## src/rtl/core/pba_pkg.sv

```systemverilog
// pba_pkg: sizes, command codes and shared types of the page bitmap allocator
// used by pba_seq and page_bitmap_allocator_core; depends on nothing else
package pba_pkg;

    // map geometry
    localparam int MAP_BYTES  = 131072;
    localparam int PAGE_BYTES = 4096;
    localparam int PAGE_SHIFT = $clog2(PAGE_BYTES);
    localparam int TOTAL_PAGES = MAP_BYTES * 8;
    localparam int PAGE_W     = $clog2(TOTAL_PAGES);

    // the used bits are kept as 64-bit memory words
    localparam int WORD_BITS  = 64;
    localparam int BIT_W      = $clog2(WORD_BITS);
    localparam int NUM_WORDS  = TOTAL_PAGES / WORD_BITS;
    localparam int WORD_AW    = $clog2(NUM_WORDS);

    // item field widths
    localparam int MODE_W     = 2;
    localparam int ADDR_W     = 32;
    localparam int RANGE_W    = 21;

    typedef enum logic [MODE_W-1:0] {
        MODE_ALLOC   = 2'd0,
        MODE_FREE    = 2'd1,
        MODE_RESERVE = 2'd2,
        MODE_CLEAR   = 2'd3
    } t_mode;

    // memory access from the sequencer
    typedef struct packed {
        logic                 we;
        logic [WORD_AW-1:0]   waddr;
        logic [WORD_BITS-1:0] wdata;
        logic                 re;
        logic [WORD_AW-1:0]   raddr;
    } t_ram_req;

    // one result item
    typedef struct packed {
        logic [ADDR_W-1:0] frame_address;
        logic              out_of_pages;
    } t_result;

endpackage

```

## src/rtl/core/pba_seq.sv

```systemverilog
// pba_seq: command sequencer; reads, modifies and writes back bitmap words
// depends on pba_pkg; drives the bitmap RAM through a t_ram_req struct
module pba_seq
    import pba_pkg::*;
(
    input  logic                 i_clk,
    input  logic                 i_rst_n,
    input  logic                 i_valid,
    output logic                 o_stall,
    input  logic [MODE_W-1:0]    i_mode,
    input  logic [ADDR_W-1:0]    i_page_address,
    input  logic [RANGE_W-1:0]   i_range_start,
    input  logic [RANGE_W-1:0]   i_range_end,
    output t_ram_req             o_ram,
    input  logic [WORD_BITS-1:0] i_rd_data,
    output logic                 o_res_valid,
    input  logic                 i_res_stall,
    output t_result              o_res
);

    typedef enum logic [2:0] {
        S_CLEAR,
        S_IDLE,
        S_SCAN,
        S_FREE,
        S_RSV,
        S_DONE
    } t_state;

    localparam logic [WORD_AW-1:0] LAST_WORD = WORD_AW'(NUM_WORDS - 1);
    localparam logic [WORD_AW:0]   HINT_FULL = (WORD_AW + 1)'(NUM_WORDS);

    t_state               r_state, n_state;
    logic [WORD_AW-1:0]   r_addr, n_addr;
    logic [WORD_AW-1:0]   r_last, n_last;
    logic [BIT_W-1:0]     r_lo, n_lo;
    logic [BIT_W-1:0]     r_hi, n_hi;
    logic [WORD_AW:0]     r_hint, n_hint;
    logic                 r_cmd, n_cmd;
    t_result              r_res, n_res;

    logic [ADDR_W-1:0]    free_page;
    logic                 free_ok;
    logic                 rsv_ok;
    logic [RANGE_W-1:0]   end_m1;
    logic                 accept;
    logic                 word_full;
    logic [BIT_W-1:0]     zbit;
    logic [BIT_W-1:0]     hi_eff;
    logic [WORD_BITS-1:0] rsv_mask;
    logic [PAGE_W-1:0]    found_page;

    assign accept  = i_valid && (r_state == S_IDLE);
    assign o_stall = (r_state != S_IDLE);

    // command decode on the incoming item
    assign free_page = i_page_address >> PAGE_SHIFT;
    assign free_ok   = free_page < ADDR_W'(TOTAL_PAGES);
    assign rsv_ok    = (i_range_end > i_range_start)
                    && (ADDR_W'(i_range_end) <= ADDR_W'(TOTAL_PAGES));
    assign end_m1    = i_range_end - RANGE_W'(1);

    // lowest clear bit of the word read back
    always_comb begin
        zbit = '0;
        for (int k = WORD_BITS - 1; k >= 0; k--) begin
            if (!i_rd_data[k]) begin
                zbit = BIT_W'(k);
            end
        end
    end
    assign word_full  = &i_rd_data;
    assign found_page = {r_addr, zbit};

    // bits of the current word that fall inside the reserved range
    assign hi_eff   = (r_addr == r_last) ? r_hi : '1;
    assign rsv_mask = ({WORD_BITS{1'b1}} << r_lo)
                    & ({WORD_BITS{1'b1}} >> (BIT_W'(WORD_BITS - 1) - hi_eff));

    // next state and memory requests
    always_comb begin
        n_state = r_state;
        n_addr  = r_addr;
        n_last  = r_last;
        n_lo    = r_lo;
        n_hi    = r_hi;
        n_hint  = r_hint;
        n_cmd   = r_cmd;
        n_res   = r_res;
        o_ram   = '0;

        unique case (r_state)
            S_CLEAR: begin
                o_ram.we    = 1'b1;
                o_ram.waddr = r_addr;
                o_ram.wdata = '0;
                n_hint      = '0;
                if (r_addr == LAST_WORD) begin
                    n_state = r_cmd ? S_DONE : S_IDLE;
                end else begin
                    n_addr = r_addr + WORD_AW'(1);
                end
            end
            S_IDLE: begin
                if (accept) begin
                    n_res = '0;
                    unique case (t_mode'(i_mode))
                        MODE_ALLOC: begin
                            if (r_hint == HINT_FULL) begin
                                n_res.out_of_pages = 1'b1;
                                n_state            = S_DONE;
                            end else begin
                                o_ram.re    = 1'b1;
                                o_ram.raddr = r_hint[WORD_AW-1:0];
                                n_addr      = r_hint[WORD_AW-1:0];
                                n_state     = S_SCAN;
                            end
                        end
                        MODE_FREE: begin
                            if (free_ok) begin
                                o_ram.re    = 1'b1;
                                o_ram.raddr = free_page[PAGE_W-1:BIT_W];
                                n_addr      = free_page[PAGE_W-1:BIT_W];
                                n_lo        = free_page[BIT_W-1:0];
                                n_state     = S_FREE;
                            end else begin
                                n_state = S_DONE;
                            end
                        end
                        MODE_RESERVE: begin
                            if (rsv_ok) begin
                                o_ram.re    = 1'b1;
                                o_ram.raddr = i_range_start[PAGE_W-1:BIT_W];
                                n_addr      = i_range_start[PAGE_W-1:BIT_W];
                                n_lo        = i_range_start[BIT_W-1:0];
                                n_last      = end_m1[PAGE_W-1:BIT_W];
                                n_hi        = end_m1[BIT_W-1:0];
                                n_state     = S_RSV;
                            end else begin
                                n_state = S_DONE;
                            end
                        end
                        MODE_CLEAR: begin
                            n_addr  = '0;
                            n_cmd   = 1'b1;
                            n_state = S_CLEAR;
                        end
                        default: begin
                            n_state = S_DONE;
                        end
                    endcase
                end
            end
            S_SCAN: begin
                // next word is fetched while the current one is checked
                o_ram.re    = 1'b1;
                o_ram.raddr = r_addr + WORD_AW'(1);
                if (!word_full) begin
                    o_ram.we            = 1'b1;
                    o_ram.waddr         = r_addr;
                    o_ram.wdata         = i_rd_data | (WORD_BITS'(1) << zbit);
                    n_res.frame_address = ADDR_W'(found_page) << PAGE_SHIFT;
                    n_hint              = {1'b0, r_addr};
                    n_state             = S_DONE;
                end else if (r_addr == LAST_WORD) begin
                    n_res.out_of_pages = 1'b1;
                    n_hint             = HINT_FULL;
                    n_state            = S_DONE;
                end else begin
                    n_addr = r_addr + WORD_AW'(1);
                end
            end
            S_FREE: begin
                o_ram.we    = 1'b1;
                o_ram.waddr = r_addr;
                o_ram.wdata = i_rd_data & ~(WORD_BITS'(1) << r_lo);
                if ({1'b0, r_addr} < r_hint) begin
                    n_hint = {1'b0, r_addr};
                end
                n_state = S_DONE;
            end
            S_RSV: begin
                o_ram.we    = 1'b1;
                o_ram.waddr = r_addr;
                o_ram.wdata = i_rd_data | rsv_mask;
                if (r_addr == r_last) begin
                    n_state = S_DONE;
                end else begin
                    o_ram.re    = 1'b1;
                    o_ram.raddr = r_addr + WORD_AW'(1);
                    n_addr      = r_addr + WORD_AW'(1);
                    n_lo        = '0;
                end
            end
            S_DONE: begin
                n_cmd = 1'b0;
                if (!i_res_stall) begin
                    n_state = S_IDLE;
                end
            end
            default: begin
                n_state = S_IDLE;
            end
        endcase
    end

    // state and registered outputs; reset starts the clearing pass
    always_ff @(posedge i_clk) begin
        if (!i_rst_n) begin
            r_state <= S_CLEAR;
            r_addr  <= '0;
            r_hint  <= '0;
            r_cmd   <= 1'b0;
        end else begin
            r_state <= n_state;
            r_addr  <= n_addr;
            r_hint  <= n_hint;
            r_cmd   <= n_cmd;
        end
        r_last <= n_last;
        r_lo   <= n_lo;
        r_hi   <= n_hi;
        r_res  <= n_res;
    end

    assign o_res_valid = (r_state == S_DONE);
    assign o_res       = r_res;

endmodule

```

## config.mk

```make
export PLATFORM = sky130hd
export DESIGN_NAME = pba_seq
export DESIGN_NICKNAME = d
export VERILOG_FILES = /design/src/rtl/core/pba_pkg.sv /design/src/rtl/core/pba_seq.sv
export SDC_FILE = /design/constraint.sdc
export NUM_CORES = 1
export LEC_CHECK = 0
export BUFFER_PORTS_ARGS = -buffer_cell sky130_fd_sc_hd__buf_2
export CAP_MARGIN = 20
export CORE_MARGIN = 2
export CORE_UTILIZATION = 45
export CTS_CLUSTER_SIZE = 14
export DETAILED_ROUTE_END_ITERATION = 7
export HOLD_SLACK_MARGIN = 0.15
export MAX_ROUTING_LAYER = met4
export PLACE_DENSITY = 0.71
export SKIP_CTS_REPAIR_TIMING = 1
export SYNTH_ARGS = -nofsm -noshare
export SYNTH_HDL_FRONTEND = slang
export SYNTH_SLANG_ARGS = --single-unit
```

## constraint.sdc

```tcl
create_clock -name i_clk -period 9.12 [get_ports i_clk]
set_input_delay 1.824 -clock i_clk [delete_from_list [all_inputs] [get_ports i_clk]]
set_output_delay 1.824 -clock i_clk [all_outputs]
set_load 0.005 [all_outputs]
```

==> results of run 1 <==
## cells in the mapped netlist (16+ instances only)
cell      instances
a211oi_1         21
a221oi_1         22
a31oi_1          31
clkbuf_1         84
o21ai_0          83
nand2_1         164
inv_1            56
nor2b_1          16
xor2_1           31
ha_1             36
nand4_1          33
a21oi_1         103
mux2i_1          28
nand2b_1         17
edfxtp_1         47
o22ai_1          41
dfxtp_1          33
nand3_1          37
nor2_1          111
o31ai_1          54
and3_1           22
and2_1           32
nor3_1           20
## registers in the layout, summed over array words and instances, names as in the netlist
signal	cells
r_last	14
r_lo	6
r_cmd	1
r_addr	14
r_hint	15
r_state	3
o_res	21
r_hi	6
## layout make-up
type / count / area, um^2 / share of cell area, %
antenna: 3 / 7.51 / 0.0669
clock buffer: 11 / 253 / 2.25
clock inverter: 5 / 37.5 / 0.335
inverter: 56 / 210 / 1.87
multi-input combinational: 1111 / 6920 / 61.7
sequential: 80 / 2070 / 18.5
tap: 275 / 344 / 3.07
timing repair buffer: 265 / 1370 / 12.2
## path summary, 6_finish.rpt
check	endpoint	depth (start not counted)	slack [ps]
min	r_hint[5]	2	500
max	o_ram[6]	12	2370
min reg2reg	r_hint[5]	2	500
max reg2reg	r_addr[12]	8	5170
## metrics by stage
step / power (W) / hold slack (ps) / instances / setup WS, ps / util, %
after floorplan: 0.000657 / 455 / 1367 / 3300 / -
after global placement: 0.000861 / 472 / 1786 / 2380 / 51.7
after detailed placement: 0.000857 / 489 / 1786 / 2390 / 51.7
after CTS: 0.00122 / 499 / 1802 / 2380 / 53.1
after global routing: 0.00128 / 517 / 1805 / 1970 / 53.2
final: 0.00124 / 499 / 1806 / 2370 / 53.2
## report_power, final
group	internal, W	total (W)	switching, W	leakage (nW)
logic	0.000153	0.000471	0.000319	3.96
registers	0.000388	0.000402	0.0000145	0.698
clock network	0.000201	0.000363	0.000161	0.143
total	0.000742	0.00124	0.000494	4.80
## routing by layer
metal / up-vias / share of wire (%)
met1: 5749 / 41
met4: 0 / 3.5
met2: 907 / 43
met3: 111 / 13
met5: - / 0
li1: 5431 / -
## logic make-up (layout without fill, tap and decap cells)
group	count (synthesis)	in the layout	synth area share [%]
compound gates	472	472	32.4
xor+xnor	42	42	3.80
fa+ha+maj	36	36	4.65
buf+inv	176	337	7.73
flops	80	80	21.4
mux	28	28	2.89
other cells	1	15	0.0387
simple gates	521	521	27.1
## worst max-delay path: stages
cell	delay [ps]
buf_2	110
inv_1	90
ha_1	220
nor4b_1	550
nand4_1	320
o21ai_0	240
o311ai_1	150
or2_2	370
nor3_4	260
buf_4	390
a221o_1	260
buf_2	130
==> metrics.yaml, run 1 <==
detailed_routing:
  vias: 12198
  wl_mm: 46.3
  dr.pass1.iters: 6
  drcViolationCount: 0
  avgViaCountPerCell: 6.75
  wl_per_cell_um: 25.6
  ant_nets: 0
  first_iter_violations: 1695
clock_tree:
  cts_tree: "done"
  clk_pin_slew_worst_paths_ps: 70
  root_buffer: "clkbuf_16"
  htree_levels: 3
  clk_latency_ps: 350
  clockBufferDepth: 2
  cts.sinks: 80
  cts_buffers: 9
die:
  ios: 273
  die_x_um: 151
  dieArea_um2: 22700
  rows: 53
  coreArea_um2: 21100
  fp.dieH_um: 151
  start_util_pct: 46.0
critical_path:
  critPathKind: "input port to primary output"
  path_max_fanout: 30
  cp-end-kind: "primary output"
  start_kind: "input port"
  rr_startpoint: "r_addr[0]"
  startpoint: "i_range_end[0]"
  cp.arrival_ps: 4920
  critPathRequiredTime_ps: 7300
sta:
  hold_violations: 0
  worst_pin_slew_ps: 1130
  relSlewSlack_pct: 24.5
  rsz0062_at_grt: "false"
  setup_violations: 0
  slew_violations: 0
  finalClockSkew_ps: 11.7
  max_freq_mhz: 148
  fin_setup_tns_ps: 0
  finalCriticalPeriod_ps: 6750
  finalCritPeriodShare_pct: 74.0
logic_synthesis:
  synth_flop_cell: "edfxtp_1"
  yosysTopAreaCellShare_pct: 14.6
  synth.largest_area_cell: "edfxtp_1"
  synth-seq-area-share_pct: 21.4
  synth_warnings: 0
  synthesis.instances: 1356
  synthArstFlopShare_pct: 0
  synth_seq_cells: 80
  ys_types: 76
  synth.area.top_cells: "edfxtp_1, dfxtp_1, nand2_1"
  avgSynthCellArea_um2: 7.15
  synth_edf_count: 47
  syn_area_um2: 9690
place:
  dp_hpwl_mm: 36.0
  gp_congestion: 1.05
  place_area_um2: 10900
  io_buffers: 248
min_path:
  hold_start: "r_hint[5]"
  hp-class: "flip-flop to flip-flop"
global_routing:
  met2_usage_pct: 59.8
  grt_pass1_vias: 11031
  use_met3_pct: 9.79
  grt_overflow: 0
  grt_max_degree: 59
  grt_pass1_wl_mm: 68.3
  top_usage_layer: "met2"
  grtUsageTotal_pct: 41.1
  use_met1_pct: 55.8
  antenna_found_initial: 3
status:
  status: "completed"
cells_and_area:
  final_common_cell: "buf_2"
  drive_above_1_share_pct: 20.4
  syn_to_final_growth_pct: 15.7
  nFillCells: 2141
  mostFrequentLayoutCells: "buf_2, nand2_1, nor2_1"
  final_cell_area_um2: 11200
  fin_nets: 1703
run:
  cap_violations: 0
power_and_ir_drop:
  power.density_nw_per_um2: 110
  ir_worst_vdd_v: 0.0000906
  p_leak_nw: 4.80
No activity file was read; power rests on OpenSTA's default activity.
==> inputs of run 2 (changes only) <==
==> constraint.sdc (replaced) <==
create_clock -name i_clk -period 6.6 [get_ports i_clk]
set_input_delay 1.32 -clock i_clk [delete_from_list [all_inputs] [get_ports i_clk]]
set_output_delay 1.32 -clock i_clk [all_outputs]
set_load 0.005 [all_outputs]
==> metrics.yaml, run 2 (synthesis gave the netlist of run 1 again) <==
detailed_routing:
  avgViaCountPerCell: 6.76
  ant_nets: 0
  first_iter_violations: 1745
  wl_mm: 45.9
  dr.pass1.iters: 6
  drcViolationCount: 0
  wl_per_cell_um: 25.4
  vias: 12240
die:
  dieArea_um2: 22700
  die_x_um: 151
  coreArea_um2: 21100
  ios: 273
  start_util_pct: 46.0
  rows: 53
  fp.dieH_um: 151
sta:
  max_freq_mhz: 176
  worst_pin_slew_ps: 1090
  setup_violations: 0
  rsz0062_at_grt: "false"
  finalCritPeriodShare_pct: 86.0
  slew_violations: 0
  finalCriticalPeriod_ps: 5680
  fin_setup_tns_ps: 0
  hold_violations: 0
  relSlewSlack_pct: 25.2
  finalClockSkew_ps: 13.8
critical_path:
  cp.arrival_ps: 4360
  cpMaxStageDelayCell: "nor3_4"
  slowest_delay_ps: 590
  path_cells: "buf_2 > inv_1 > ha_1 > nand4_1 > or3_1 > a211oi_1 > a211oi_1 > or2_2 > nor3_4 > a221o_1 > buf_2"
  cp-end-kind: "primary output"
  path_max_fanout: 14
  critPathKind: "input port to primary output"
  critPathRequiredTime_ps: 5280
  start_kind: "input port"
global_routing:
  grtUsageTotal_pct: 40.9
  grt_max_degree: 50
  grt_overflow: 0
  grt_pass1_vias: 11080
  grt_pass1_wl_mm: 67.9
  antenna_found_initial: 0
clock_tree:
  htree_levels: 3
  clk_pin_slew_worst_paths_ps: 70
  root_buffer: "clkbuf_16"
  cts_tree: "done"
  cts_buffers: 9
  cts.sinks: 80
  clk_latency_ps: 350
  clockBufferDepth: 2
power_and_ir_drop:
  swShare_pct: 39.2
  ir_worst_vdd_v: 0.000121
  power.total_w: 0.00173
  p_leak_nw: 4.84
  intPower_w: 0.00105
  p_comb_share_pct: 37.6
  power.density_nw_per_um2: 153
  power_switching_w: 0.000678
  pwr-share-seq_pct: 32.3
  clkPwrFrac_pct: 30.2
cells_and_area:
  fin_nets: 1710
  final_cell_area_um2: 11300
  nFillCells: 2127
  largest_reg_flops: 21
  final_common_cell: "buf_2"
  syn_to_final_growth_pct: 16.3
  drive_above_1_share_pct: 20.6
  mostFrequentLayoutCells: "buf_2, nand2_1, nor2_1"
  insertedDiodeCount: 0
place:
  io_buffers: 248
  gp_congestion: 1.07
  place_area_um2: 11000
  dp_hpwl_mm: 35.9
status:
  status: "completed"
run:
  cap_violations: 0
min_path:
  hp-class: "flip-flop to flip-flop"
## run 2: cell count changes in the layout (fill, tap and decap cells not counted), sizes merged
cell | previous run | this run
clkbuf | 11 | 13
diode | 3 | 0
inv | 59 | 56
buf | 265 | 272
clkinv | 1 | 2
## run 2: path summary, 6_finish.rpt
kind	from	to	slack (ps)	cells past startpoint
setup / recovery	i_range_start[15]	o_ram[6]	920	11
hold / removal	r_hint[0]	r_hint[0]	510	2
setup reg to reg	r_addr[0]	r_addr[8]	2590	8
hold reg to reg	r_hint[0]	r_hint[0]	510	2
## run 2: cell type report
| type | count | area [um^2] | area share [%] |
|---|---|---|---|
| multi-input combinational | 1111 | 6920 | 61.4 |
| clock buffer | 13 | 283 | 2.51 |
| inverter | 56 | 210 | 1.86 |
| sequential | 80 | 2070 | 18.4 |
| timing repair buffer | 272 | 1420 | 12.6 |
| tap | 275 | 344 | 3.05 |
| clock inverter | 3 | 21.3 | 0.189 |
## run 2: metal layers
metal  vias up  track usage, %  routed length, um
met5         -               -                  0
met4         0            14.0               1530
met3       110            7.91               5860
met2       969            60.4              20100
met1      5736            56.1              18400
li1       5425               -                  -
## run 2: through the flow
| stage | setup WS [ps] | util [%] | hold WS (ps) | cells |
|---|---|---|---|---|
| CTS | 996 | 53.4 | 504 | 1809 |
| global placement | 1010 | 52.0 | 471 | 1793 |
| global route | 748 | 53.5 | 521 | 1810 |
| finish | 921 | 53.5 | 505 | 1810 |
| detailed placement | 1020 | 52.0 | 494 | 1793 |
| floorplan | 1780 | - | 455 | 1367 |
## run 2: power groups by stage
stage | registers [W] | logic, W | clock network [W]
2_1_floorplan | 0.000553 | 0.000355 | 0
3_3_place_gp | 0.000567 | 0.000621 | 0
3_5_place_dp | 0.000567 | 0.000616 | 0
4_1_cts | 0.000556 | 0.000618 | 0.000526
5_1_grt | 0.000558 | 0.000687 | 0.000544
6_report | 0.000557 | 0.000649 | 0.000521
## run 2: critical path, delay by kind of cell
family / cells / cell delay (ps)
adders and majority gates: 1 / 320
AOI/OAI and AO/OA: 3 / 830
and+or+nand+nor: 4 / 1550
buffers and inverters: 3 / 330
